File: src/sv/gda_pkg.sv
// ----------------------------------------------------------------------------
// gda_pkg
// shared types, constants and tables of the gregorian date arithmetic unit
// ----------------------------------------------------------------------------
`default_nettype none

package gda_pkg;

   localparam int SERIAL_W = 26;
   localparam int DAYNUM_W = 25;
   localparam int DIFF_W   = 22;
   localparam int OFF_W    = 20;

   typedef enum logic [1:0] {
      MODE_ADD  = 2'd0,
      MODE_SUB  = 2'd1,
      MODE_DIFF = 2'd2
   } mode_type;

   typedef struct packed {
      logic [1:0]  mode;
      logic [4:0]  first_day;
      logic [3:0]  first_month;
      logic [13:0] first_year;
      logic [4:0]  second_day;
      logic [3:0]  second_month;
      logic [13:0] second_year;
      logic [19:0] day_offset;
   } req_type;

   typedef struct packed {
      logic [4:0]  out_day;
      logic [3:0]  out_month;
      logic [13:0] out_year;
      logic [21:0] day_difference;
      logic        range_error;
   } rsp_type;

   typedef struct packed {
      logic [1:0]        mode;
      logic [4:0]        day;
      logic [3:0]        month;
      logic [13:0]       year;
      logic              err;
      logic [DIFF_W-1:0] diff;
   } ctx_type;

   // days before the first of month m in a common year
   function automatic logic [8:0] cum_days(input logic [3:0] m);
      logic [8:0] v;
      case (m)
         4'd1:    v = 9'd0;
         4'd2:    v = 9'd31;
         4'd3:    v = 9'd59;
         4'd4:    v = 9'd90;
         4'd5:    v = 9'd120;
         4'd6:    v = 9'd151;
         4'd7:    v = 9'd181;
         4'd8:    v = 9'd212;
         4'd9:    v = 9'd243;
         4'd10:   v = 9'd273;
         4'd11:   v = 9'd304;
         4'd12:   v = 9'd334;
         default: v = 9'd0;
      endcase
      return v;
   endfunction

endpackage

`default_nettype wire

File: src/sv/gregorian_date_arithmetic_top.sv
// throughput: one word per cycle, the pipeline advances whenever the
//   response register is empty or taken
// the pipeline stalls as a whole while a response waits on rsp_stall
// reset clears the valid bits of every stage, payload is not reset
// ----------------------------------------------------------------------------
// gregorian_date_arithmetic_top
// adds or subtracts days from a date, or gives the day count between two dates
// ----------------------------------------------------------------------------
`default_nettype none

module gregorian_date_arithmetic_top
   import gda_pkg::*;
#(
   parameter int MAX_YEAR    = 9999,
   parameter int OFFSET_BITS = 20
) (
   input  logic    clock,
   input  logic    reset,
   input  logic    req_valid,
   output logic    req_stall,
   input  req_type req_data,
   output logic    rsp_valid,
   input  logic    rsp_stall,
   output rsp_type rsp_data
);

   function automatic longint days_before(input longint y);
      longint p;
      p = y - 1;
      return 365 * p + p / 4 - p / 100 + p / 400;
   endfunction

   localparam logic [SERIAL_W-1:0] LIMIT =
      SERIAL_W'(days_before(longint'(MAX_YEAR) + 1));
   localparam logic [OFF_W-1:0] OFF_MASK =
      OFF_W'((64'd1 << OFFSET_BITS) - 64'd1);
   localparam logic [SERIAL_W-1:0] DIFF_MAX = SERIAL_W'((64'd1 << DIFF_W) - 64'd1);

   logic en;

   logic [1:0]       v_ff;
   ctx_type          ctx0_in, ctx0_ff, ctx1_ff;
   logic [OFF_W-1:0] off0_ff, off1_ff;

   logic [SERIAL_W-1:0] serial_a, serial_b;
   logic [SERIAL_W-1:0] off_ext, s_in, absd;
   logic                bad;
   ctx_type             ctx2_in, ctx2_ff;
   logic                v2_ff;
   logic [DAYNUM_W-1:0] num_in, num_ff;

   logic        civ_valid;
   ctx_type     civ_ctx;
   logic [15:0] civ_year;
   logic [3:0]  civ_month;
   logic [4:0]  civ_day;

   logic    rsp_valid_ff;
   rsp_type rsp_data_in, rsp_data_ff;

   assign en        = !(rsp_valid_ff && rsp_stall);
   assign req_stall = !en;

   always_comb begin
      ctx0_in       = '0;
      ctx0_in.mode  = req_data.mode;
      ctx0_in.day   = req_data.first_day;
      ctx0_in.month = req_data.first_month;
      ctx0_in.year  = req_data.first_year;
   end

   gda_serial u_first (
      .clock  (clock),
      .en     (en),
      .day    (req_data.first_day),
      .month  (req_data.first_month),
      .year   (req_data.first_year),
      .serial (serial_a)
   );

   gda_serial u_second (
      .clock  (clock),
      .en     (en),
      .day    (req_data.second_day),
      .month  (req_data.second_month),
      .year   (req_data.second_year),
      .serial (serial_b)
   );

   always_comb begin
      off_ext = SERIAL_W'(off1_ff & OFF_MASK);
      s_in    = (ctx1_ff.mode == MODE_SUB) ? serial_a - off_ext : serial_a + off_ext;
      bad     = ((ctx1_ff.mode == MODE_SUB) && serial_a <= off_ext) || s_in > LIMIT
              || s_in == '0;
      absd    = (serial_a > serial_b) ? serial_a - serial_b : serial_b - serial_a;
      num_in  = DAYNUM_W'(s_in - SERIAL_W'(1));
      ctx2_in = ctx1_ff;
      case (ctx1_ff.mode)
         MODE_ADD, MODE_SUB: begin
            ctx2_in.err = bad;
         end
         MODE_DIFF: begin
            ctx2_in.diff = (absd > DIFF_MAX) ? '1 : absd[DIFF_W-1:0];
         end
         default: begin
            ctx2_in.err = 1'b0;
         end
      endcase
   end

   always_ff @(posedge clock) begin
      if (reset) begin
         v_ff  <= '0;
         v2_ff <= 1'b0;
      end else if (en) begin
         v_ff  <= {v_ff[0], req_valid};
         v2_ff <= v_ff[1];
      end
   end

   always_ff @(posedge clock) begin
      if (en) begin
         ctx0_ff <= ctx0_in;
         ctx1_ff <= ctx0_ff;
         off0_ff <= req_data.day_offset;
         off1_ff <= off0_ff;
         ctx2_ff <= ctx2_in;
         num_ff  <= num_in;
      end
   end

   gda_civil u_civil (
      .clock     (clock),
      .reset     (reset),
      .en        (en),
      .in_valid  (v2_ff),
      .in_ctx    (ctx2_ff),
      .in_num    (num_ff),
      .out_valid (civ_valid),
      .out_ctx   (civ_ctx),
      .out_year  (civ_year),
      .out_month (civ_month),
      .out_day   (civ_day)
   );

   always_comb begin
      rsp_data_in = '0;
      case (civ_ctx.mode)
         MODE_ADD, MODE_SUB: begin
            rsp_data_in.range_error = civ_ctx.err;
            if (civ_ctx.err) begin
               rsp_data_in.out_day   = civ_ctx.day;
               rsp_data_in.out_month = civ_ctx.month;
               rsp_data_in.out_year  = civ_ctx.year;
            end else begin
               rsp_data_in.out_day   = civ_day;
               rsp_data_in.out_month = civ_month;
               rsp_data_in.out_year  = civ_year[13:0];
            end
         end
         MODE_DIFF: begin
            rsp_data_in.day_difference = civ_ctx.diff;
         end
         default: begin
            rsp_data_in.range_error = 1'b0;
         end
      endcase
   end

   always_ff @(posedge clock) begin
      if (reset) begin
         rsp_valid_ff <= 1'b0;
      end else if (en) begin
         rsp_valid_ff <= civ_valid;
      end
   end

   always_ff @(posedge clock) begin
      if (en) begin
         rsp_data_ff <= rsp_data_in;
      end
   end

   assign rsp_valid = rsp_valid_ff;
   assign rsp_data  = rsp_data_ff;

   a_err_no_diff : assert property (@(posedge clock) disable iff (reset)
      rsp_valid_ff && rsp_data_ff.range_error |-> rsp_data_ff.day_difference == '0)
      else $error("range error with a day difference");

   a_date_valid : assert property (@(posedge clock) disable iff (reset)
      rsp_valid_ff && !rsp_data_ff.range_error && rsp_data_ff.out_year != '0
      |-> rsp_data_ff.out_month >= 4'd1 && rsp_data_ff.out_month <= 4'd12
          && rsp_data_ff.out_day >= 5'd1)
      else $error("result date out of calendar");

   a_year_limit : assert property (@(posedge clock) disable iff (reset)
      rsp_valid_ff && !rsp_data_ff.range_error
      |-> 32'(rsp_data_ff.out_year) <= 32'(MAX_YEAR))
      else $error("result year above limit");

endmodule

`default_nettype wire

File: src/sv/gda_serial.sv
// ----------------------------------------------------------------------------
// gda_serial
// two-stage conversion of a date to its serial day number, 1/1/1 is day 1
// ----------------------------------------------------------------------------
`default_nettype none

module gda_serial
   import gda_pkg::*;
(
   input  logic                clock,
   input  logic                en,
   input  logic [4:0]          day,
   input  logic [3:0]          month,
   input  logic [13:0]         year,
   output logic [SERIAL_W-1:0] serial
);

   localparam int K100 = 21;
   localparam int K400 = 23;
   localparam logic [14:0] M100 = 15'(((64'd1 << K100) + 64'd99) / 64'd100);
   localparam logic [14:0] M400 = 15'(((64'd1 << K400) + 64'd399) / 64'd400);

   logic [13:0] yn, p;
   logic [3:0]  mn;
   logic [28:0] pm100, ym100, pm400, ym400;
   logic [7:0]  p100, y100;
   logic [5:0]  p400, y400;
   logic        leap;

   logic [22:0] base_in, base_ff;
   logic [11:0] q4_ff;
   logic [7:0]  q100_ff;
   logic [5:0]  q400_ff;
   logic [8:0]  cum_in, cum_ff;
   logic [4:0]  day_ff;
   logic [SERIAL_W-1:0] serial_in, serial_ff;

   always_comb begin
      yn = (year == 14'd0) ? 14'd1 : year;
      p  = yn - 14'd1;
      if (month == 4'd0) begin
         mn = 4'd1;
      end else if (month > 4'd12) begin
         mn = 4'd12;
      end else begin
         mn = month;
      end
      pm100 = 29'(p) * 29'(M100);
      ym100 = 29'(yn) * 29'(M100);
      pm400 = 29'(p) * 29'(M400);
      ym400 = 29'(yn) * 29'(M400);
      p100  = pm100[K100 +: 8];
      y100  = ym100[K100 +: 8];
      p400  = pm400[K400 +: 6];
      y400  = ym400[K400 +: 6];
      // year divisible by n exactly when its quotient steps past that of year-1
      leap    = (p[1:0] == 2'd3 && y100 == p100) || (y400 != p400);
      base_in = 23'(p) * 23'(365);
      cum_in  = cum_days(mn) + 9'((leap && mn > 4'd2) ? 1 : 0);
      serial_in = SERIAL_W'(base_ff) + SERIAL_W'(q4_ff) - SERIAL_W'(q100_ff)
                + SERIAL_W'(q400_ff) + SERIAL_W'(cum_ff) + SERIAL_W'(day_ff);
   end

   always_ff @(posedge clock) begin
      if (en) begin
         base_ff   <= base_in;
         q4_ff     <= p[13:2];
         q100_ff   <= p100;
         q400_ff   <= p400;
         cum_ff    <= cum_in;
         day_ff    <= day;
         serial_ff <= serial_in;
      end
   end

   assign serial = serial_ff;

endmodule

`default_nettype wire

File: src/sv/gda_civil.sv
// ----------------------------------------------------------------------------
// gda_civil
// nine-stage conversion of a zero-based day number back to a date
// ----------------------------------------------------------------------------
`default_nettype none

module gda_civil
   import gda_pkg::*;
(
   input  logic                clock,
   input  logic                reset,
   input  logic                en,
   input  logic                in_valid,
   input  ctx_type             in_ctx,
   input  logic [DAYNUM_W-1:0] in_num,
   output logic                out_valid,
   output ctx_type             out_ctx,
   output logic [15:0]         out_year,
   output logic [3:0]          out_month,
   output logic [4:0]          out_day
);

   localparam int NSTG = 9;
   localparam int K1 = DAYNUM_W + 18;
   localparam int K3 = 34;
   localparam int K5 = 27;
   localparam logic [25:0] M1 = 26'(((64'd1 << K1) + 64'd146096) / 64'd146097);
   localparam logic [18:0] M3 = 19'(((64'd1 << K3) + 64'd36523) / 64'd36524);
   localparam logic [16:0] M5 = 17'(((64'd1 << K5) + 64'd1460) / 64'd1461);

   function automatic logic [8:0] cum_leap(input logic [3:0] m, input logic lp);
      logic [8:0] v;
      v = cum_days(m) + 9'((lp && m > 4'd2) ? 1 : 0);
      return v;
   endfunction

   logic [NSTG-1:0] v_ff;
   ctx_type         ctx_ff [NSTG];

   logic [DAYNUM_W-1:0] num_ff;
   logic [50:0] p1;
   logic [7:0]  q400_in;
   logic [7:0]  q400_ff [7];
   logic [17:0] r_in, r_ff, rd_ff;
   logic [36:0] p3;
   logic [2:0]  q100_raw;
   logic [1:0]  q100_in;
   logic [1:0]  q100_ff [5];
   logic [17:0] r2_full;
   logic [15:0] r2_in, r2_ff, r2d_ff;
   logic [32:0] p5;
   logic [4:0]  q4_in;
   logic [4:0]  q4_ff [3];
   logic [15:0] r3_full;
   logic [10:0] r3_in, r3_ff;
   logic [1:0]  q1_in, q1_ff;
   logic [8:0]  r4_in, r4_ff, r5_ff;
   logic [16:0] year_full;
   logic [15:0] year_ff, year2_ff;
   logic        leap_in, leap_ff;
   logic [3:0]  month_in, month_ff;
   logic [8:0]  day_full;
   logic [4:0]  day_ff;

   always_comb begin
      // stage 1: 400-year cycles
      p1      = 51'(in_num) * 51'(M1);
      q400_in = p1[K1 +: 8];
      // stage 2: remainder within the cycle
      r_in = 18'(num_ff - DAYNUM_W'(25'(q400_ff[0]) * 25'(146097)));
      // stage 3: centuries, the last one takes the extra day
      p3       = 37'(r_ff) * 37'(M3);
      q100_raw = p3[K3 +: 3];
      q100_in  = (q100_raw > 3'd3) ? 2'd3 : q100_raw[1:0];
      // stage 4
      r2_full = rd_ff - 18'(18'(q100_ff[0]) * 18'(36524));
      r2_in   = r2_full[15:0];
      // stage 5: 4-year groups
      p5    = 33'(r2_ff) * 33'(M5);
      q4_in = p5[K5 +: 5];
      // stage 6
      r3_full = r2d_ff - 16'(16'(q4_ff[0]) * 16'(1461));
      r3_in   = r3_full[10:0];
      // stage 7: single years
      if (r3_ff >= 11'd1095) begin
         q1_in = 2'd3;
      end else if (r3_ff >= 11'd730) begin
         q1_in = 2'd2;
      end else if (r3_ff >= 11'd365) begin
         q1_in = 2'd1;
      end else begin
         q1_in = 2'd0;
      end
      r4_in = 9'(r3_ff - 11'(11'(q1_in) * 11'd365));
      // stage 8: year and month
      year_full = 17'(q400_ff[6]) * 17'd400 + 17'(q100_ff[4]) * 17'd100
                + 17'(q4_ff[2]) * 17'd4 + 17'(q1_ff) + 17'd1;
      leap_in  = (q1_ff == 2'd3) && (q4_ff[2] != 5'd24 || q100_ff[4] == 2'd3);
      month_in = 4'd1;
      for (int k = 2; k <= 12; k++) begin
         month_in = month_in + 4'((r4_ff >= cum_leap(4'(k), leap_in)) ? 1 : 0);
      end
      // stage 9: day of month
      day_full = r5_ff - cum_leap(month_ff, leap_ff) + 9'd1;
   end

   always_ff @(posedge clock) begin
      if (reset) begin
         v_ff <= '0;
      end else if (en) begin
         v_ff <= {v_ff[NSTG-2:0], in_valid};
      end
   end

   always_ff @(posedge clock) begin
      if (en) begin
         ctx_ff[0] <= in_ctx;
         for (int i = 1; i < NSTG; i++) begin
            ctx_ff[i] <= ctx_ff[i-1];
         end
         num_ff     <= in_num;
         q400_ff[0] <= q400_in;
         for (int i = 1; i < 7; i++) begin
            q400_ff[i] <= q400_ff[i-1];
         end
         r_ff       <= r_in;
         rd_ff      <= r_ff;
         q100_ff[0] <= q100_in;
         for (int i = 1; i < 5; i++) begin
            q100_ff[i] <= q100_ff[i-1];
         end
         r2_ff      <= r2_in;
         r2d_ff     <= r2_ff;
         q4_ff[0]   <= q4_in;
         q4_ff[1]   <= q4_ff[0];
         q4_ff[2]   <= q4_ff[1];
         r3_ff      <= r3_in;
         q1_ff      <= q1_in;
         r4_ff      <= r4_in;
         year_ff    <= year_full[15:0];
         leap_ff    <= leap_in;
         month_ff   <= month_in;
         r5_ff      <= r4_ff;
         year2_ff   <= year_ff;
         day_ff     <= day_full[4:0];
      end
   end

   assign out_valid = v_ff[NSTG-1];
   assign out_ctx   = ctx_ff[NSTG-1];
   assign out_year  = year2_ff;
   assign out_day   = day_ff;

   logic [3:0] month2_ff;
   always_ff @(posedge clock) begin
      if (en) begin
         month2_ff <= month_ff;
      end
   end
   assign out_month = month2_ff;

endmodule

`default_nettype wire

File: config.mk
export PLATFORM = sky130hd
export DESIGN_NAME = gregorian_date_arithmetic_top
export DESIGN_NICKNAME = d
export VERILOG_FILES = /design/src/sv/gda_pkg.sv /design/src/sv/gregorian_date_arithmetic_top.sv /design/src/sv/gda_serial.sv /design/src/sv/gda_civil.sv
export SDC_FILE = /design/constraint.sdc
export NUM_CORES = 2
export LEC_CHECK = 0
export BUFFER_PORTS_ARGS = -buffer_cell sky130_fd_sc_hd__buf_2
export CAP_MARGIN = 30
export CORE_UTILIZATION = 30
export DETAILED_ROUTE_END_ITERATION = 10
export PLACE_DENSITY = 0.56
export SYNTH_ARGS = -nofsm -noshare
export SYNTH_HDL_FRONTEND = slang
export SYNTH_SLANG_ARGS = --single-unit
export TNS_END_PERCENT = 10
File: constraint.sdc
create_clock -name clock -period 41.4 [get_ports clock]
set_clock_uncertainty 0.2 [all_clocks]
set_input_delay 8.28 -clock clock [delete_from_list [all_inputs] [get_ports clock]]
set_output_delay 8.28 -clock clock [all_outputs]
set_load 0.005 [all_outputs]
After elaboration in Yosys (flattened, before gate mapping)
Memory sizes are Yosys's and may differ from the RTL's. A register that Yosys moved wholly into a read port is not among the register bits.
Index checks and enable logic that the tools add are counted.
{"block": "word_totals", "reg_bits": 543, "ramBits": 513, "romBits": 432, "in_bits": 72, "out_inout_bits": 48, "wordCells": 217, "n_memories": 7}
{"block": "classes", "n_addsub": 51, "n_mul": 15, "n_lt_le_gt_ge": 24, "eq_ne": 13, "mux": 31, "reduce_logical": 22}
{"name": "u_civil.ctx_ff", "depth": 9, "width": 48, "read_ports": 9, "rd_ports_with_merged_regs": 0, "write_ports": 9, "line": "gda_civil.sv:38", "text": "ctx_type ctx_ff [NSTG];"}
{"name": "(name not given)", "depth": 16, "width": 9, "read_ports": 1, "rd_ports_with_merged_regs": 1, "write_ports": 0, "line": "gda_pkg.sv:51", "text": "case (m)"}
{"name": "(name not given)", "depth": 16, "width": 9, "read_ports": 1, "rd_ports_with_merged_regs": 0, "write_ports": 0, "line": "gda_pkg.sv:51"}
{"name": "(name not given)", "depth": 16, "width": 9, "read_ports": 1, "rd_ports_with_merged_regs": 0, "write_ports": 0, "line": "gda_pkg.sv:51"}
{"name": "u_civil.q400_ff", "depth": 7, "width": 8, "read_ports": 7, "rd_ports_with_merged_regs": 0, "write_ports": 7, "line": "gda_civil.sv:43", "text": "logic [7:0] q400_ff [7];"}
{"name": "u_civil.q4_ff", "depth": 3, "width": 5, "read_ports": 3, "rd_ports_with_merged_regs": 0, "write_ports": 3, "line": "gda_civil.sv:53", "text": "logic [4:0] q4_ff [3];"}
{"name": "1 more memories"}
{"op": "$mul 14x13->27 const B", "count": 4}
{"op": "$ge 9x9->1", "count": 8}
{"op": "$add 26x5->26", "count": 2}
{"op": "$add 26x6->26", "count": 2}
{"op": "$add 26x9->26", "count": 2}
{"op": "$gt 26x22->1 const B", "count": 2}
{"op": "$mux 26", "count": 2}
{"op": "$sub 26x26->26", "count": 2}
{"op": "$sub 26x8->26", "count": 2}
{"op": "$mul 25x24->49 const B", "count": 1}
{"op": "$add 23x12->24", "count": 2}
{"op": "$mul 14x9->23 const B", "count": 2}
{"op": "$add 4x4->4", "count": 10}
{"op": "$mul 18x19->37 const B", "count": 1}
{"op": "$add 8x9->9 const A", "count": 4}
{"op": "$mul 16x15->30 const B", "count": 1}
{"op": "$logic_not 14->1", "count": 2}
{"op": "$mux 14", "count": 2}
{"op": "$sub 14x1->14 const B", "count": 2}
{"op": "$add 9x9->9 const A", "count": 3}
{"op": "$add 26x20->26", "count": 1}
{"op": "$gt 26x26->1", "count": 1}
{"op": "$le 26x20->1", "count": 1}
{"op": "$logic_not 26->1", "count": 1}
{"op": "48 further kinds", "count": 96}

Longest topological paths before layout
An unclocked memory read counts as a cell.
{"block": "logic_depth", "word_depth": 19, "depth_mapped": 45, "ltp_nobuf": 45}

Cells and area by module
A second synthesis with hierarchy kept.
{"block": "unflattened", "cells_unflattened": 7763, "area_unflattened_um2": 89811.1}
{"mod": "gda_civil", "instances": 1, "cells_per_inst": 3412, "area_each_um2": 46719.8, "seq_area_each_um2": 20249.4}
{"mod": "gda_serial (u_first)", "instances": 1, "cells_per_inst": 1574, "area_each_um2": 15147.0, "seq_area_each_um2": 2492.4}
{"mod": "gda_serial (u_second)", "instances": 1, "cells_per_inst": 1511, "area_each_um2": 14736.6, "seq_area_each_um2": 2492.4}
{"mod": "gregorian_date_arithmetic_top", "instances": 1, "cells_per_inst": 1266, "area_each_um2": 13207.7, "seq_area_each_um2": 6356.1}

Least setup slack after synthesis
No wires, ideal clock.
{"block": "synth_timing", "path_type": "in2reg", "from": "input rsp_stall", "to": "register ctx0_ff[23] in the netlist's numbering (enable)", "setup_ps": 1798, "t_arrival_ps": 36368, "required_time_ps": 39402, "path_slack_ps": 3034, "cell_stages": 2, "n_path_buf": 1, "path_cell_list": "nand2_1 -> clkbuf_1"}
{"block": "synth_via", "elab_chain_cells": 1}
{"item": "start, declared", "line": "gregorian_date_arithmetic_top.sv:23", "text": "input logic rsp_stall,"}
{"item": "$logic_and 1x1->1", "line": "gregorian_date_arithmetic_top.sv:61", "text": "assign en = !(rsp_valid_ff && rsp_stall);"}
{"item": "end signal, assigned", "line": "gregorian_date_arithmetic_top.sv:123", "text": "ctx0_ff <= ctx0_in;"}
{"item": "end, declared", "line": "gregorian_date_arithmetic_top.sv:42", "text": "ctx_type ctx0_in, ctx0_ff, ctx1_ff;"}
No other way between the ends.
A chain may end at the register's enable or synchronous reset.

Final worst setup path
{"block": "layout_timing", "from": "input req_data[28] in the netlist's numbering", "to": "register u_second.cum_ff[5], data pin"}
{"block": "layout_via", "elab_chain_cells": 10, "elab_cells_between_ends": 13, "classes_between": "2 x add/sub; 2 x mul; 3 x eq/ne; 2 x mux; 4 x reduce/logical"}
{"item": "start, declared", "line": "gregorian_date_arithmetic_top.sv:21", "text": "input req_type req_data,"}
{"item": "$logic_not 14->1", "line": "gda_serial.sv:39", "text": "yn = (year == 14'd0) ? 14'd1 : year;"}
{"item": "$mux 14 *", "line": "gda_serial.sv:39"}
{"item": "$sub 14x1->14 *", "line": "gda_serial.sv:40", "text": "p = yn - 14'd1;"}
{"item": "net u_second.p[12]", "line": "gda_serial.sv:23", "text": "logic [13:0] yn, p;"}
{"item": "$mul 14x13->27 *", "line": "gda_serial.sv:48", "text": "pm100 = 29'(p) * 29'(M100);"}
{"item": "net u_second.pm100[28]", "line": "gda_serial.sv:25", "text": "logic [28:0] pm100, ym100, pm400, ym400;"}
{"item": "$eq 8x8->1", "line": "gda_serial.sv:57", "text": "leap = (p[1:0] == 2'd3 && y100 == p100) || (y400 != p400);"}
{"item": "$logic_and 1x1->1", "line": "gda_serial.sv:57"}
{"item": "$logic_or 1x1->1 *", "line": "gda_serial.sv:57"}
{"item": "$logic_and 1x1->1 *", "line": "gda_serial.sv:59", "text": "cum_in = cum_days(mn) + 9'((leap && mn > 4'd2) ? 1 : 0);"}
{"item": "$mux 1 *", "line": "gda_serial.sv:59"}
{"item": "$add 9x9->9 *", "line": "gda_serial.sv:59"}
{"item": "net u_second.cum_in[5]", "line": "gda_serial.sv:34", "text": "logic [8:0] cum_in, cum_ff;"}
{"item": "end signal, assigned", "line": "gda_serial.sv:70", "text": "cum_ff <= cum_in;"}
{"item": "end, declared", "line": "gda_serial.sv:34"}
The timed path passes the listed nets; every way through them passes the cells marked *.

==> run metrics <==
post-CTS sizing=0; multi-input combinational cell area=49700 sq um; Area contributors post-synth=edfxtp_1 (35%), ha_1 (20%), fa_1 (20%), inv_1 (6.9%), xnor2_1 (2.8%); CP Data Required Time=41.64 ns; routed len/inst=17.3 um; Post-CTS Setup Bufs=0; register area=31300 sq um; fraction of layout instances using a drive strength above 1=5.15%; fillers=28700; critical path's slowest cell=fa_1; vias per cell=4.46; CP Launch Type=input pin; Detail Placement HPWL=165000 um; initial core utilization=30.2%; sequential fraction of the synthesis area=35.8%; Bufs and invs on worst path=8; num rows=197; YS warnings=0; Syn Area/Cell=12.0 sq um; largest net degree at the start of global routing=173; global-route wire length before repair=314000 um; outcome=finished, final reports clean; number of port buffers=119; most frequent cell after synthesis=inv_1; critical path class=in -> reg; DR iter-0 viols=2365; reg2reg setup slack=33.86 ns; Syn Std Cell Area=87400 sq um; Rel. slew slack=32.9%; Post-DRT Antenna Nets=0; hold buffers post-CTS=0; Worst-Skew Late Latency=0.74 ns; H-tree Lvls=3; Hold Path Class=reg -> reg; Yosys top cell area share=35.4%; Sink Count=1049; Die X=542 um; fmax=0.0545 GHz; Clock Path Buffers=3; CTS Buf Count=113; Seq cells post-synth=1049; Setup violations, final=0; Worst Path Max Fanout=14; RD Place Congestion=0.894; Final Hold Viols=0; Worst-path clk slew=0.06 ns; IO Count=120; CP top delay family=adder cells; Tot GR Track Use=13.7%; crit-path most repeated cell=inv_1; CTS Root Cell=clkbuf_16; RSZ-0062 raised after global routing=no; total gr overflow=0; via count of the first global-routing pass=54800; biggest area consumer among synthesized cells=edfxtp_1; Post-Route Setup TNS=0 ns; Post-synth top flop=edfxtp_1; Final min period=18.35 ns; Final Slew Violations=0; die area=293000 sq um; EDFF count, synth=1031; first-pass iteration count of the detailed router=7; Worst setup EP type=register; Die Y-Extent=542 um; core area=289000 sq um; Area Growth Syn to Fin=10.7%; ys async rst share=0%; crit path DAT=18.59 ns; Least-Margin Pin Slew=0.982 ns; Inst Count DP=11200; TritonCTS clock tree=yes; # DRC=0; max cap viols=0; nets=9862; worst stage delay on the critical path=0.54 ns; post-layout util=33.5%; commonest cells in the netlist=inv_1 (1599), ha_1 (1431), edfxtp_1 (1031), fa_1 (877), xnor2_1 (284); via count=51100; WL final=199000 um; post-synth cell types=91; Final Cycle Share=44.3%; Final Non-Filler Cells=11500; Synthesized Nets=9674; cell count after synthesis=7294; initial antenna violation count=16
-- cells by family after synthesis --
family / share of synthesized area [%]
AO/OA/AOI/OAI: 6.77
XOR/XNOR: 4.03
adder cells (fa/ha/maj): 40.6
buffers and inverters: 7.27
flip-flops: 35.8
multiplexers: 0.652
AND/OR/NAND/NOR: 4.86
-- per-stage QoR --
step                      area [sq um]  setup WS (ns)  hold WS [ns]
final                            96700          23.05         0.189
after global routing             96700          22.24         0.190
after CTS                        96700          23.01         0.177
after detailed placement         92800          22.24         0.205
after global placement           92800          22.44         0.201
after floorplan                  87400           3.03         0.200
-- flip-flops by register name (all words and copies together), names as in the netlist, 18 cells and up, named ones only --
name / count
u_civil.ctx_ff: 432
num_ff: 25
u_first.base_ff: 23
off1_ff: 20
rsp_data: 46
ctx2_ff: 48
ctx1_ff: 25
off0_ff: 20
ctx0_ff: 20
u_second.base_ff: 23
u_first.serial: 26
u_civil.q400_ff: 56
u_civil.num_ff: 18
u_second.serial: 26
u_civil.r_ff: 18
-- layout by cell type, fill, tap and decap left out, types with 19 or more instances in the layout --
cell	count
and3_1	31
a211oi_1	29
and2_1	31
a21oi_1	277
nand3_1	75
o21ai_0	163
mux2i_1	40
xnor2_1	284
buf_4	32
ha_1	1431
xor2_1	118
nor3_1	62
clkbuf_1	19
a21o_1	112
o21a_1	47
inv_1	1599
nor2_1	239
nand2_1	239
o21bai_1	45
edfxtp_1	1031
a31oi_1	59
nand2b_1	37
nand4_1	30
buf_2	119
nor2b_1	51
clkbuf_16	118
fa_1	877
-- worst register-to-register path, cell delays in order, from the launching register on --
cell	delay, ns
edfxtp_1	0.79
fa_1	0.57
fa_1	0.50
fa_1	0.53
fa_1	0.54
fa_1	0.57
fa_1	0.53
fa_1	0.49
ha_1	0.33
a21o_1	0.18
a21o_1	0.22
a21o_1	0.19
a21o_1	0.16
a21oi_1	0.17
o311ai_0	0.19
nand3_1	0.13
o211ai_1	0.15
o41ai_1	0.46
o21ba_2	0.22
o21bai_1	0.07
xnor2_1	0.13
-- metal layers --
layer	part of all wire, %	vias to the layer above	GRT usage, %
met1	46	25300	18.1
met4	3.1	6	4.02
li1	-	24800	-
met5	0.019	-	0
met2	48	754	23.5
met3	2.9	267	1.64
-- path summary, 6_finish.rpt --
check / from / to / cells after the start
worst max-delay path: req_data[28] / u_second.cum_ff[5] / 42
worst min register to register: u_civil.ctx_ff[0][131] / u_civil.ctx_ff[0][179] / 0
worst min-delay path: u_civil.ctx_ff[0][131] / u_civil.ctx_ff[0][179] / 0
worst max register to register: num_ff[3] / u_civil.q400_ff[0][7] / 20
-- layout make-up --
class                      count  share of cell area [%]
clock buffer                 140                    3.17
sequential                  1049                    32.4
timing repair buffer         155                   0.955
tap                         3880                    5.02
inverter                    1602                    6.22
antenna                        1                 0.00259
multi-input combinational   4561                    51.4
clock inverter                69                   0.825
Power is left out: the tool's default activity adds up to more than one toggle a clock period on the data nets, which glitch-free logic cannot reach.
